[src/hdl/kse_pkg.sv]
// shared types, constants and the key table for the keypad digit entry block
`default_nettype none

package kse_pkg;

	// width of the debounce down-counter
	localparam int DELAY_WIDTH = 16;

	// configuration register width and its reset value
	localparam int CFG_WIDTH = 16;
	localparam logic [CFG_WIDTH-1:0] DEBOUNCE_RESET = 16'd50;

	// apb address width, register index sits above the byte offset
	localparam int ADDR_WIDTH = 3;
	localparam logic REG_DEBOUNCE = 1'b0;

	// key codes with a special meaning
	localparam logic [3:0] KEY_CLEAR = 4'd15;
	localparam logic [3:0] KEY_LAST_DIGIT = 4'd9;

	// key cycle phases
	typedef enum logic [1:0] {
		PH_SCAN,
		PH_PRESS,
		PH_WAIT,
		PH_RELEASE
	} phase_t;

	// one result item
	typedef struct packed {
		logic [3:0] column_drive;
		logic [7:0] digits_low;
		logic [3:0] digits_high;
		logic       key_valid;
		logic [3:0] key_code;
	} result_t;

	// column/row to key code
	function automatic logic [3:0] key_lookup(input logic [1:0] col, input logic [1:0] row);
		logic [3:0] code;
		begin
			code = 4'd0;
			case ({col, row})
				4'h0: code = 4'd13;
				4'h1: code = 4'd12;
				4'h2: code = 4'd11;
				4'h3: code = 4'd10;
				4'h4: code = 4'd14;
				4'h5: code = 4'd9;
				4'h6: code = 4'd6;
				4'h7: code = 4'd3;
				4'h8: code = 4'd0;
				4'h9: code = 4'd8;
				4'hA: code = 4'd5;
				4'hB: code = 4'd2;
				4'hC: code = 4'd15;
				4'hD: code = 4'd7;
				4'hE: code = 4'd4;
				4'hF: code = 4'd1;
				default: code = 4'd0;
			endcase
			return code;
		end
	endfunction

endpackage

`default_nettype wire

[src/hdl/keypad_scan_digit_entry_top.sv]
// Keypad scanner top level: one row sample is taken per transfer and
// yields exactly one result, so the block sustains one item per clock
// cycle while in_stall is low. All the work for a sample is a single
// pass through the scan and debounce logic in kse_core, which updates
// its state at the input transfer; the result goes into the output
// register, or into a one-entry skid buffer behind it while the output
// register holds an untaken result, so the input keeps flowing; in_stall
// rises only when both hold an untaken result. debounce_ticks is set
// through the apb port at byte address 0 and should only be written while no results are outstanding.
`default_nettype none

module keypad_scan_digit_entry_top (
	input  wire logic                          clk,
	input  wire logic                          arst_n,
	// apb configuration port
	input  wire logic                          psel,
	input  wire logic                          penable,
	input  wire logic                          pwrite,
	input  wire logic [kse_pkg::ADDR_WIDTH-1:0] paddr,
	input  wire logic [31:0]                   pwdata,
	output logic [31:0]                        prdata,
	output logic                               pready,
	// row input channel
	input  wire logic                          in_valid,
	output logic                               in_stall,
	input  wire logic [3:0]                    row_sense,
	// result channel
	output logic                               out_valid,
	input  wire logic                          out_stall,
	output logic [3:0]                         column_drive,
	output logic [7:0]                         digits_low,
	output logic [3:0]                         digits_high,
	output logic                               key_valid,
	output logic [3:0]                         key_code
);

	logic [kse_pkg::CFG_WIDTH-1:0] debounce_q;
	logic                          accept;
	logic                          full;
	logic                          reg_sel;
	kse_pkg::result_t              core_result;
	kse_pkg::result_t              out_data;

	// configuration register
	assign pready = 1'b1;
	assign reg_sel = paddr[kse_pkg::ADDR_WIDTH-1] == kse_pkg::REG_DEBOUNCE;

	always_ff @(posedge clk or negedge arst_n) begin
		if (!arst_n) begin
			debounce_q <= kse_pkg::DEBOUNCE_RESET;
		end else if (psel && penable && pwrite && pready && reg_sel) begin
			debounce_q <= pwdata[kse_pkg::CFG_WIDTH-1:0];
		end
	end

	always_comb begin
		prdata = 32'd0;
		if (reg_sel) begin
			prdata = {{(32-kse_pkg::CFG_WIDTH){1'b0}}, debounce_q};
		end
	end

	// input transfer
	assign in_stall = full;
	assign accept = in_valid && !full;

	kse_core u_core (
		.clk            (clk),
		.arst_n         (arst_n),
		.accept         (accept),
		.row_sense      (row_sense),
		.debounce_ticks (debounce_q),
		.result         (core_result)
	);

	kse_out u_out (
		.clk       (clk),
		.arst_n    (arst_n),
		.push      (accept),
		.push_data (core_result),
		.out_stall (out_stall),
		.out_valid (out_valid),
		.out_data  (out_data),
		.full      (full)
	);

	// result fields
	assign column_drive = out_data.column_drive;
	assign digits_low = out_data.digits_low;
	assign digits_high = out_data.digits_high;
	assign key_valid = out_data.key_valid;
	assign key_code = out_data.key_code;

endmodule

`default_nettype wire

[src/hdl/kse_core.sv]
// scan, debounce and digit entry state with the per-tick result logic
`default_nettype none

module kse_core (
	input  wire logic                     clk,
	input  wire logic                     arst_n,
	input  wire logic                     accept,
	input  wire logic [3:0]               row_sense,
	input  wire logic [kse_pkg::CFG_WIDTH-1:0] debounce_ticks,
	output kse_pkg::result_t              result
);

	kse_pkg::phase_t phase_q, phase_d;
	logic [1:0] col_q, col_d;
	logic [1:0] row_q, row_d;
	logic [kse_pkg::DELAY_WIDTH-1:0] cnt_q, cnt_d;
	logic [7:0] low_q, low_d;
	logic [3:0] high_q, high_d;
	logic [kse_pkg::DELAY_WIDTH-1:0] delay_load;
	logic       any_low;
	logic [1:0] first_low;
	logic       key_valid;
	logic [3:0] key_code;

	// delay reload value, truncated or zero-extended to the counter width
	generate
		if (kse_pkg::DELAY_WIDTH <= kse_pkg::CFG_WIDTH) begin : g_trunc
			assign delay_load = debounce_ticks[kse_pkg::DELAY_WIDTH-1:0];
		end else begin : g_ext
			assign delay_load = {{(kse_pkg::DELAY_WIDTH-kse_pkg::CFG_WIDTH){1'b0}},
				debounce_ticks};
		end
	endgenerate

	// lowest low row wins
	always_comb begin
		any_low = 1'b1;
		first_low = 2'd0;
		if (!row_sense[0]) begin
			first_low = 2'd0;
		end else if (!row_sense[1]) begin
			first_low = 2'd1;
		end else if (!row_sense[2]) begin
			first_low = 2'd2;
		end else if (!row_sense[3]) begin
			first_low = 2'd3;
		end else begin
			any_low = 1'b0;
		end
	end

	// next state and result
	always_comb begin
		phase_d = phase_q;
		col_d = col_q;
		row_d = row_q;
		cnt_d = cnt_q;
		low_d = low_q;
		high_d = high_q;
		key_valid = 1'b0;
		key_code = 4'd0;
		case (phase_q)
			kse_pkg::PH_SCAN: begin
				if (any_low) begin
					row_d = first_low;
					cnt_d = delay_load;
					phase_d = kse_pkg::PH_PRESS;
				end else begin
					col_d = col_q + 2'd1;
				end
			end
			kse_pkg::PH_PRESS: begin
				if (cnt_q == '0) begin
					phase_d = kse_pkg::PH_WAIT;
				end else begin
					cnt_d = cnt_q - 1'b1;
				end
			end
			kse_pkg::PH_WAIT: begin
				if (row_sense[row_q]) begin
					cnt_d = delay_load;
					phase_d = kse_pkg::PH_RELEASE;
				end
			end
			kse_pkg::PH_RELEASE: begin
				if (cnt_q == '0) begin
					key_valid = 1'b1;
					key_code = kse_pkg::key_lookup(col_q, row_q);
					phase_d = kse_pkg::PH_SCAN;
					col_d = 2'd0;
					if (key_code == kse_pkg::KEY_CLEAR) begin
						low_d = 8'd0;
						high_d = 4'd0;
					end else if (key_code <= kse_pkg::KEY_LAST_DIGIT) begin
						high_d = low_q[7:4];
						low_d = {low_q[3:0], key_code};
					end
				end else begin
					cnt_d = cnt_q - 1'b1;
				end
			end
			default: begin
				phase_d = kse_pkg::PH_SCAN;
			end
		endcase
		result.column_drive = ~(4'b0001 << col_d);
		result.digits_low = low_d;
		result.digits_high = high_d;
		result.key_valid = key_valid;
		result.key_code = key_code;
	end

	// state register, advances once per accepted transfer
	always_ff @(posedge clk or negedge arst_n) begin
		if (!arst_n) begin
			phase_q <= kse_pkg::PH_SCAN;
			col_q <= 2'd0;
			row_q <= 2'd0;
			cnt_q <= '0;
			low_q <= 8'd0;
			high_q <= 4'd0;
		end else if (accept) begin
			phase_q <= phase_d;
			col_q <= col_d;
			row_q <= row_d;
			cnt_q <= cnt_d;
			low_q <= low_d;
			high_q <= high_d;
		end
	end

endmodule

`default_nettype wire

[src/hdl/kse_out.sv]
// result register with a one-entry skid buffer
`default_nettype none

module kse_out (
	input  wire logic              clk,
	input  wire logic              arst_n,
	input  wire logic              push,
	input  kse_pkg::result_t       push_data,
	input  wire logic              out_stall,
	output logic                   out_valid,
	output kse_pkg::result_t       out_data,
	output logic                   full
);

	logic             out_valid_q;
	kse_pkg::result_t out_q;
	logic             skid_valid_q;
	kse_pkg::result_t skid_q;
	logic             take;

	assign take = out_valid_q && !out_stall;

	// valid flags
	always_ff @(posedge clk or negedge arst_n) begin
		if (!arst_n) begin
			out_valid_q <= 1'b0;
			skid_valid_q <= 1'b0;
		end else if (take) begin
			if (skid_valid_q) begin
				skid_valid_q <= 1'b0;
			end else begin
				out_valid_q <= push;
			end
		end else if (push) begin
			if (!out_valid_q) begin
				out_valid_q <= 1'b1;
			end else begin
				skid_valid_q <= 1'b1;
			end
		end
	end

	// payload, no reset needed
	always_ff @(posedge clk) begin
		if (take) begin
			if (skid_valid_q) begin
				out_q <= skid_q;
			end else if (push) begin
				out_q <= push_data;
			end
		end else if (push) begin
			if (!out_valid_q) begin
				out_q <= push_data;
			end else begin
				skid_q <= push_data;
			end
		end
	end

	assign out_valid = out_valid_q;
	assign out_data = out_q;
	assign full = skid_valid_q;

endmodule

`default_nettype wire

[config.mk]
export PLATFORM = sky130hd
export DESIGN_NAME = keypad_scan_digit_entry_top
export DESIGN_NICKNAME = d
export VERILOG_FILES = /design/src/hdl/kse_pkg.sv /design/src/hdl/keypad_scan_digit_entry_top.sv /design/src/hdl/kse_core.sv /design/src/hdl/kse_out.sv
export SDC_FILE = /design/constraint.sdc
export NUM_CORES = 1
export LEC_CHECK = 0
export ABC_AREA = 1
export BUFFER_PORTS_ARGS = -buffer_cell sky130_fd_sc_hd__buf_2
export CAP_MARGIN = 10
export CORE_MARGIN = 5
export CORE_UTILIZATION = 50
export CTS_CLUSTER_SIZE = 8
export DETAILED_ROUTE_END_ITERATION = 7
export GPL_ROUTABILITY_DRIVEN = 0
export PLACE_DENSITY_LB_ADDON = 0.3
export SETUP_SLACK_MARGIN = 0.5
export SYNTH_ARGS = -nofsm -noshare
export SYNTH_HDL_FRONTEND = slang
export SYNTH_SLANG_ARGS = --single-unit
export TNS_END_PERCENT = 10
[constraint.sdc]
create_clock -name clk -period 5.65 [get_ports clk]
set_input_delay 0.565 -clock clk [delete_from_list [all_inputs] [get_ports clk]]
set_output_delay 0.565 -clock clk [all_outputs]
set_load 0.03 [all_outputs]
== Yosys cells after proc, flatten, opt, wreduce, memory -nomap -nowiden ==
Memories as Yosys holds them, arrays and structs flattened.
Cells that the tools add are included.

* Flip-flop bits (word level): 94
* Memory bits (read-only): 64
* Input port bits: 46
* Logic and storage cells: 107
* Memories kept: 1

* $add $sub $neg: 2
* $lt $le $gt $ge: 2
* Equality and inequality tests: 11
* Shifts and indexed selects: 1
* Muxes and demuxes: 48
* Bitwise logic cells: 3
* Reduce and logical (&&, ||, !) cells: 20

{| class="wikitable"
|+ Memory list
! memory !! depth !! bits a word !! read ports !! clocked after Yosys merged registers in !! write ports !! RTL line !! text
|-
| (name not given) || 16 || 4 || 1 || 0 || 0 || kse_pkg.sv:43 || <nowiki>case ({col, row})</nowiki>
|}

{| class="wikitable"
|+ Operators by type and width
! operator !! count
|-
| $mux 21 || 5
|-
| $mux 16 || 4
|-
| $pmux 16 s3 || 1
|-
| $mux 4 || 8
|-
| $mux 8 || 4
|-
| $mux 2 || 10
|-
| $logic_not 16->1 || 1
|-
| $sub 16x1->16 const B || 1
|-
| $mux 1 || 13
|-
| $reduce_and 3->1 || 3
|-
| $ne 2x1->1 const B || 4
|-
| $pmux 2 s4 || 1
|-
| $ne 2x2->1 const B || 3
|-
| $reduce_bool 2->1 || 3
|-
| $logic_and 1x1->1 || 5
|-
| $reduce_and 5->1 || 1
|-
| $eq 2x2->1 const B || 2
|-
| $eq 4x4->1 const B || 1
|-
| $le 4x4->1 const B || 1
|-
| $not 4->4 || 1
|-
| $pmux 2 s2 || 1
|-
| $reduce_and 2->1 || 2
|-
| $reduce_and 4->1 || 1
|-
| $shl 1x2->4 const A || 1
|-
| 8 further kinds || 10
|}

== Depth between registers and ports, before layout ==
Gate-level depths: netlist of run 1.

* Depth after elaboration: 11
* Depth in mapped cells: 12
* Depth with buffers taken out: 12

== Cells and area by module ==
From an unflattened synthesis of run 1, not the netlist that was laid out.

* Cell total of the unflattened synthesis: 665
* Area total of the unflattened synthesis: 5445.2 sq um

{| class="wikitable"
|+ By module, submodules not included
! module !! instances !! cells an instance !! area an instance (sq um) !! sequential area each (sq um)
|-
| kse_core || 1 || 406 || 2782.7 || 850.8
|-
| kse_out || 1 || 132 || 1712.9 || 1311.3
|-
| keypad_scan_digit_entry_top || 1 || 127 || 949.7 || 404.1
|}

== Worst setup path before layout of run 1 ==
No wires, ideal clock.

* Kind: register to register
* From: register u_out.skid_valid_q, in the netlist u_out.full
* To: register u_out.out_q (netlist bit u_out.out_data[0]), enable pin
* Arrival time: 2.384 ns
* Required time: 5.244 ns
* Setup slack: 2.860 ns
* Cell stages (with the launch flop): 7
* Buffers on the path: 1
* Path through: dfrtp_1 -> inv_1 -> nand2_1 -> inv_1 -> clkbuf_1 -> a21oi_1 -> a21oi_1

* Longest elaborated chain between the ends: 4
* Elaborated cells between the ends (all ways): 5

{| class="wikitable"
|+ RTL lines
! what !! RTL line !! text
|-
| start: declaration || kse_out.sv:17 || <nowiki>logic skid_valid_q;</nowiki>
|-
| start signal: assignment || kse_out.sv:27 || <nowiki>skid_valid_q <= 1'b0;</nowiki>
|-
| start signal: assignment || kse_out.sv:30 || <nowiki>skid_valid_q <= 1'b0;</nowiki>
|-
| start signal: assignment || kse_out.sv:38 || <nowiki>skid_valid_q <= 1'b1;</nowiki>
|-
| $logic_not 1->1 || keypad_scan_digit_entry_top.sv:65 || <nowiki>assign accept = in_valid && !full;</nowiki>
|-
| $logic_and 1x1->1 || keypad_scan_digit_entry_top.sv:65 ||
|-
| $reduce_bool 2->1 (no line) || -- ||
|-
| $reduce_and 3->1 (no line) (*) || -- ||
|-
| end signal: assignment || kse_out.sv:47 || <nowiki>out_q <= skid_q;</nowiki>
|-
| end signal: assignment || kse_out.sv:49 || <nowiki>out_q <= push_data;</nowiki>
|-
| end signal: assignment || kse_out.sv:53 || <nowiki>out_q <= push_data;</nowiki>
|-
| end: declaration || kse_out.sv:16 || <nowiki>kse_pkg::result_t out_q;</nowiki>
|}

Mark *: on every way between the ends. The rest lies on a longest branch, timed or not.
A chain may end at the register's enable or synchronous reset.

== Worst setup path in the final report of run 1 ==
* From: register u_out.skid_valid_q, in the netlist u_out.full
* To: register u_out.out_q (netlist bit u_out.out_data[15]), enable pin

The elaborated chain is that of the path after synthesis.

==> reports/metrics.cfg, run 1 <==
[drt]
drt-pass1-iter-count=5
drt_iter0_markers=131
drcViolationCount=0
routed_wl_um=9642
wl_per_cell_um=12.19
vias=3875
vias_per_cell=4.899
antenna_left=0

[timing]
setup_viol=0
tns_ns=0
max_freq_ghz=0.3475
report.final.slew_viol_count=0
clock_skew_ns=0.01331
period_minus_slack_ns=2.878
timing.final.crit_share_pct=50.94
worst_pin_slew_ns=1.080
relSlewSlack_pct=27.97
rsz0062_at_grt=false
hold_violations=0

[synthesis]
synth_seq_cells=94
ys.flop_type=dfrtp_1
ys_seq_area_share_pct=51.71
ys_types=33
synthArstFlopShare_pct=55.32
synthCells=592
synth_warnings=0
syn-cell-area_um2=4962
synth.avg_cell_area_um2=8.382
synth_edf_count=42

[global_routing]
grt_max_degree=53
grt_pass1_vias=3669
grt_first_pass_wirelength_um=16570
track_usage_pct=17.37
antenna_found_initial=0
grt_overflow_total=0

[die]
initial_core_util_pct=51.00
rows=36
ioPinCount=102
dieArea_um2=12020
fp.coreArea_um2=9729
die_h_um=109.6
die_w_um=109.6

[setup_path]
path_max_fanout=21
crit_path_frequent_cell=inv_1
cpPeakStageDelay_ns=0.82
crit_required_ns=5.64
end_kind=flip-flop
path_cells=inv_1 -> nand2_1 -> inv_1 -> a21oi_1 -> a21oi_2
crit_path_top_delay_cell=a21oi_2
cp.arrival_ns=2.87
crit_path_start_kind=flip-flop
critical_path_class=flip-flop to flip-flop

[min_path]
hold_path.class=primary input to asynchronous set/reset pin

[run_status]
status=completed

[job]
cap_violations=0

[cts]
clkTransAtPathRegs_ns=0.09
cts_root_buf=clkbuf_8
cts_tree=yes
htreeDepth=3
cts_resized=0
cts.sinks=94
cts_setup_buffers=0
hold_buffers=0
clockBufferDepth=2
cts_inserted_buffers=9
insertion_delay_ns=0.37

[placed_design]
placed_cells=774
hpwl_um=6862
portBuffers=66

[cells_and_area]
syn_to_final_growth_pct=10.97
fillers=880
layout-drive-gt1-share_pct=17.63
instances_no_fill=791
final_net_count=704
insertedDiodeCount=0

[pwr]
peakVddDrop_v=0.0001666
power.leakage_nw=2.722
powerDensity_nw_per_um2=449.1

==> worst max-delay path: cells and delay by family (launching register included) <==
| family | cells | cell delay, ns |
|---|---|---|
| compound gates | 2 | 0.96 |
| buf+inv | 2 | 0.72 |
| simple gates | 1 | 0.40 |
| flops | 1 | 0.42 |
==> cells by family after synthesis <==
| logic type | after synthesis | synth area share, % |
|---|---|---|
| adder cells (fa/ha/maj) | 5 | 1.261 |
| AO/OA/AOI/OAI | 85 | 9.657 |
| buffers and inverters | 110 | 10.24 |
| AND/OR/NAND/NOR | 291 | 26.10 |
| other | 2 | 0.1513 |
| flip-flops | 94 | 51.71 |
| XOR/XNOR | 5 | 0.8825 |
==> flip-flops by register name, indices dropped and copies added, names as in the netlist <==
signal           cells
u_out.out_valid      1
u_core.col_q         2
u_core.row_q         2
u_core.phase_q       2
u_core.low_q         8
u_out.out_data      21
u_core.high_q        4
u_out.skid_q        21
u_out.full           1
u_core.cnt_q        16
debounce_q          16
==> cell usage after synthesis (5+ instances only) <==
library cell	number	area, um^2
nand2_1	141	529.3
nor2_1	83	311.6
inv_1	74	277.8
dfrtp_1	49	1226
edfxtp_1	42	1261
o21ai_0	39	195.2
nand3_1	27	135.1
a21oi_1	25	125.1
buf_4	17	127.6
clkbuf_1	13	48.80
o21bai_1	11	82.58
nand2_2	9	56.30
nand4_1	8	50.05
o211ai_1	7	52.55
nand3_2	6	60.06
ha_1	5	62.56
==> where the power goes <==
group	internal (mW)	switching [mW]	leakage, nW
logic	0.285	0.713	1.62
registers	0.938	0.122	1.02
clock network	0.164	0.252	0.0838
==> layout by cell type, fill, tap and decap left out, drive strengths merged <==
| master | n |
|---|---|
| nand2 | 153 |
| nor2 | 91 |
| inv | 76 |
| buf | 70 |
| dfrtp | 49 |
| edfxtp | 42 |
| o21ai | 39 |
| nand3 | 33 |
| a21oi | 25 |
| conb | 17 |
| o21bai | 11 |
| clkbuf | 9 |
| nand4 | 8 |
| o211ai | 7 |
| ha | 5 |
| xor2 | 4 |
| and3 | 3 |
| clkinvlp | 3 |
| dfstp | 3 |
| clkinv | 3 |
| nor3 | 2 |
| o21a | 1 |
| a211oi | 1 |
| a32oi | 1 |
| xnor2 | 1 |
| nor4 | 1 |
==> metal layers <==
metal	track usage, %	share of wire (%)	vias to the layer above
met3	2.525	6.2	12
met4	6.322	1.2	0
li1	-	-	1976
met1	22.93	45	1772
met5	0	0	-
met2	29.16	47	115
==> layout make-up <==
type | instances | area, um^2 | area share (%)
inverter | 75 | 281.5 | 5.112
timing repair buffer | 70 | 364.1 | 6.612
clock buffer | 9 | 123.9 | 2.249
tap | 133 | 166.4 | 3.022
sequential | 94 | 2566 | 46.60
clock inverter | 7 | 56.30 | 1.022
multi-input combinational | 403 | 1948 | 35.38
==> metrics by stage <==
stage	util (%)	hold WS, ns	worst slack, ns	instance area [um^2]	total power [mW]
after floorplan	-	0.2694	2.860	5019	1.840
after global placement	54.63	0.4626	2.600	5315	2.041
after detailed placement	54.63	0.4699	2.567	5315	2.075
after CTS	56.48	0.3263	2.705	5495	2.492
after global routing	56.60	0.3570	2.529	5507	2.678
final	56.60	0.3051	2.772	5507	2.473
==> path summary, 6_finish.rpt <==
kind / startpoint / cells past startpoint / to / slack (ns)
setup / recovery: u_out.full$_DFFE_PN0P_ / 5 / u_out.out_data[15]$_DFFE_PP_ / 2.77
hold / removal: arst_n / 2 / debounce_q[11]$_DFFE_PN0P_ / 0.31
setup reg to reg: u_out.full$_DFFE_PN0P_ / 5 / u_out.out_data[15]$_DFFE_PP_ / 2.77
hold reg to reg: u_core.high_q[3]$_DFFE_PN0P_ / 2 / u_core.high_q[3]$_DFFE_PN0P_ / 0.49
max in group asynchronous: arst_n / 2 / u_core.cnt_q[9]$_DFFE_PN0P_ / 4.89
min in group clk: pwdata[4] / 3 / debounce_q[4]$_DFFE_PN1P_ / 0.42
Power figures use the tool's default switching activity.
==> inputs of run 2 (changes only) <==
clock period = 2.5 ns   (was 5.65 ns; I/O delays follow)
==> reports/metrics.cfg, run 2 (same netlist as run 1, synthesis figures left out) <==
[run_status]
status=finished, violations left
failed_checks=hold timing

[setup_path]
r2r-start=u_core.cnt_q[0]$_DFFE_PN0P_
crit_path_top_delay_cell=dfrtp_1
end_kind=flip-flop
cpPeakStageDelay_ns=0.41  ; -0.41 ns
path_delay_family=simple AND/OR/NAND/NOR gates
r2r_setup_slack_ns=0.54  ; -2.24 ns
timing.rr.end=u_out.skid_q[14]$_DFFE_PP_
r2r_cells=10  ; +5
path_cells=inv_2 -> ha_2 -> nand2_2 -> nor2_4 -> nand2_4 -> nor2_8 -> buf_12 -> nand2_8 -> buf_4 -> and3_1
crit_path_start_kind=flip-flop
crit_required_ns=2.65  ; -2.99 ns
critical_path_class=flip-flop to flip-flop
path_max_fanout=5  ; -76%
crit_buf_inv=3  ; +1
cp.arrival_ns=2.11  ; -0.76 ns

[timing]
setup_viol=0  ; unchanged
period_minus_slack_ns=1.965  ; -0.9129 ns
timing.final.crit_share_pct=78.60  ; +28 points
rsz0062_at_grt=true
max_freq_ghz=0.5089  ; +46%
clock_skew_ns=0.01987  ; +0.006555 ns
relSlewSlack_pct=55.16  ; +27 points
hold_violations=17  ; +17
worst_pin_slew_ns=0.6726  ; -0.4078 ns
hold_ws_ns=-0.01239  ; -0.3175 ns
worst_slack_ns=0.5350  ; -2.237 ns
tns_ns=0  ; unchanged
report.final.slew_viol_count=0  ; unchanged

[drt]
wl_per_cell_um=13.18  ; +8.1%
drcViolationCount=0  ; unchanged
vias=4068  ; +5.0%
drt_iter0_markers=240  ; +83%
vias_per_cell=5.004  ; +2.1%
routed_wl_um=10710  ; +11%
antenna_left=0  ; unchanged
drt-pass1-iter-count=5  ; unchanged

[placed_design]
hpwl_um=6998  ; +2.0%
placed_cells=779  ; +0.65%
portBuffers=66  ; unchanged
pre_cts_slack_ns=0.3847  ; -2.182 ns

[die]
ioPinCount=102  ; unchanged
die_w_um=109.6  ; unchanged
initial_core_util_pct=51.00  ; unchanged
die_h_um=109.6  ; unchanged
fp.coreArea_um2=9729  ; unchanged
dieArea_um2=12020  ; unchanged
rows=36  ; unchanged

[job]
cap_violations=0  ; unchanged

[cts]
cts_tree=yes
clockBufferDepth=2  ; unchanged
cts.sinks=94  ; unchanged
cts_inserted_buffers=9  ; unchanged
insertion_delay_ns=0.38  ; about the same
clkTransAtPathRegs_ns=0.11  ; +0.02 ns
cts_root_buf=clkbuf_8
htreeDepth=3  ; unchanged

[global_routing]
use_met2_pct=29.95  ; +0.78 points
antenna_found_initial=0  ; unchanged
grt_pass1_vias=3706  ; +1.0%
grt_first_pass_wirelength_um=16780  ; +1.3%
busiest_layer=met2
track_usage_pct=17.66  ; +0.29 points
grt_overflow_total=0  ; unchanged
use_met3_pct=2.408  ; -0.12 points
use_met1_pct=22.81  ; -0.12 points
grt_max_degree=53  ; unchanged

[cells_and_area]
layout-drive-gt1-share_pct=22.21  ; +4.6 points
insertedDiodeCount=0  ; unchanged
final_common_cell=nand2_1
instances_no_fill=813  ; +2.8%
final_cell_mix=140 x nand2_1, 80 x nor2_1, 71 x inv_1, 66 x buf_2, 48 x dfrtp_1
fillers=846  ; -3.9%
seq_area_um2=2567  ; about the same
multi_input_comb_area_um2=2054  ; +5.5%
syn_to_final_growth_pct=16.94
final_net_count=726  ; +3.1%
finish.utilization_pct=59.65  ; +3.0 points

[pwr]
powerDensity_nw_per_um2=1017  ; +130%
peakVddDrop_v=0.0004415  ; +170%
power.leakage_nw=2.832  ; +4.1%

[min_path]
hold_path.class=primary input to asynchronous set/reset pin

-- run 2: changes by cell type in the layout (fill, tap and decap cells not counted), moves of 2 or more --
cell / delta
nor2_1: -3
buf_4: +13
nand2_8: +2
nand3_1: -3
nand3_2: +2
nor2_2: +5
inv_2: +2
inv_1: -3
buf_12: +3
-- run 2: worst max path at each step --
| stage | slack [ns] | to | startpoint | cells after the start |
|---|---|---|---|---|
| final | 0.54 | u_out.skid_q[14]$_DFFE_PP_ | u_core.cnt_q[0]$_DFFE_PN0P_ | 10 |
| after global routing | 0.43 | u_core.cnt_q[7]$_DFFE_PN0P_ | u_core.phase_q[0]$_DFFE_PN0P_ | 8 |
| after CTS | 0.48 | u_out.out_data[14]$_DFFE_PP_ | u_core.cnt_q[0]$_DFFE_PN0P_ | 9 |
| after detailed placement | 0.38 | u_core.cnt_q[3]$_DFFE_PN0P_ | u_core.phase_q[0]$_DFFE_PN0P_ | 8 |
| after global placement | 0.42 | u_core.cnt_q[3]$_DFFE_PN0P_ | u_core.phase_q[0]$_DFFE_PN0P_ | 8 |
| after floorplan | 0.53 | u_out.out_data[0]$_DFFE_PP_ | u_out.full$_DFFE_PN0P_ | 6 |
-- run 2: where the power goes --
group | switching (mW) | leakage (nW) | internal [mW] | total, mW
logic | 1.74 | 1.73 | 0.791 | 2.53
clock network | 0.590 | 0.0907 | 0.383 | 0.973
registers | 0.284 | 1.02 | 2.12 | 2.40
total | 2.61 | 2.83 | 3.29 | 5.90
-- run 2: routing by layer --
metal	vias to the layer above	routed length, um
li1	2038	-
met1	1860	4524
met2	149	5220
met3	21	750
met4	0	216
met5	-	0
-- run 2: metrics by stage --
step	cell area (um^2)	total power [mW]
2_1_floorplan	5035	4.173
3_3_place_gp	5364	4.669
3_5_place_dp	5364	4.760
4_1_cts	5563	5.751
5_1_grt	5803	6.343
6_report	5803	5.903
-- run 2: cell type report --
| type | instances | share of cell area [%] |
|---|---|---|
| inverter | 75 | 4.981 |
| timing repair buffer | 87 | 9.185 |
| multi-input combinational | 408 | 35.40 |
| tap | 133 | 2.868 |
| clock buffer | 9 | 2.135 |
| clock inverter | 7 | 1.186 |
| sequential | 94 | 44.24 |
-- run 2: repair_timing --
item | in CTS | in global routing
endpoints found under the hold margin | 0 | 0
pin swaps | 1 | 6
gates resized for setup | 0 | 16
setup endpoints to repair | 7 | 49
setup buffers | 0 | 13
hold buffers | 0 | 0
gates cloned | 1 | 4
-- run 2: worst reg2reg max path, delay by kind of cell (launching register included) --
kind / cells / cell delay, ns
adder cells (fa/ha/maj): 1 / 0.20
AND/OR/NAND/NOR: 6 / 0.74
buffers and inverters: 3 / 0.39
flip-flops: 1 / 0.41
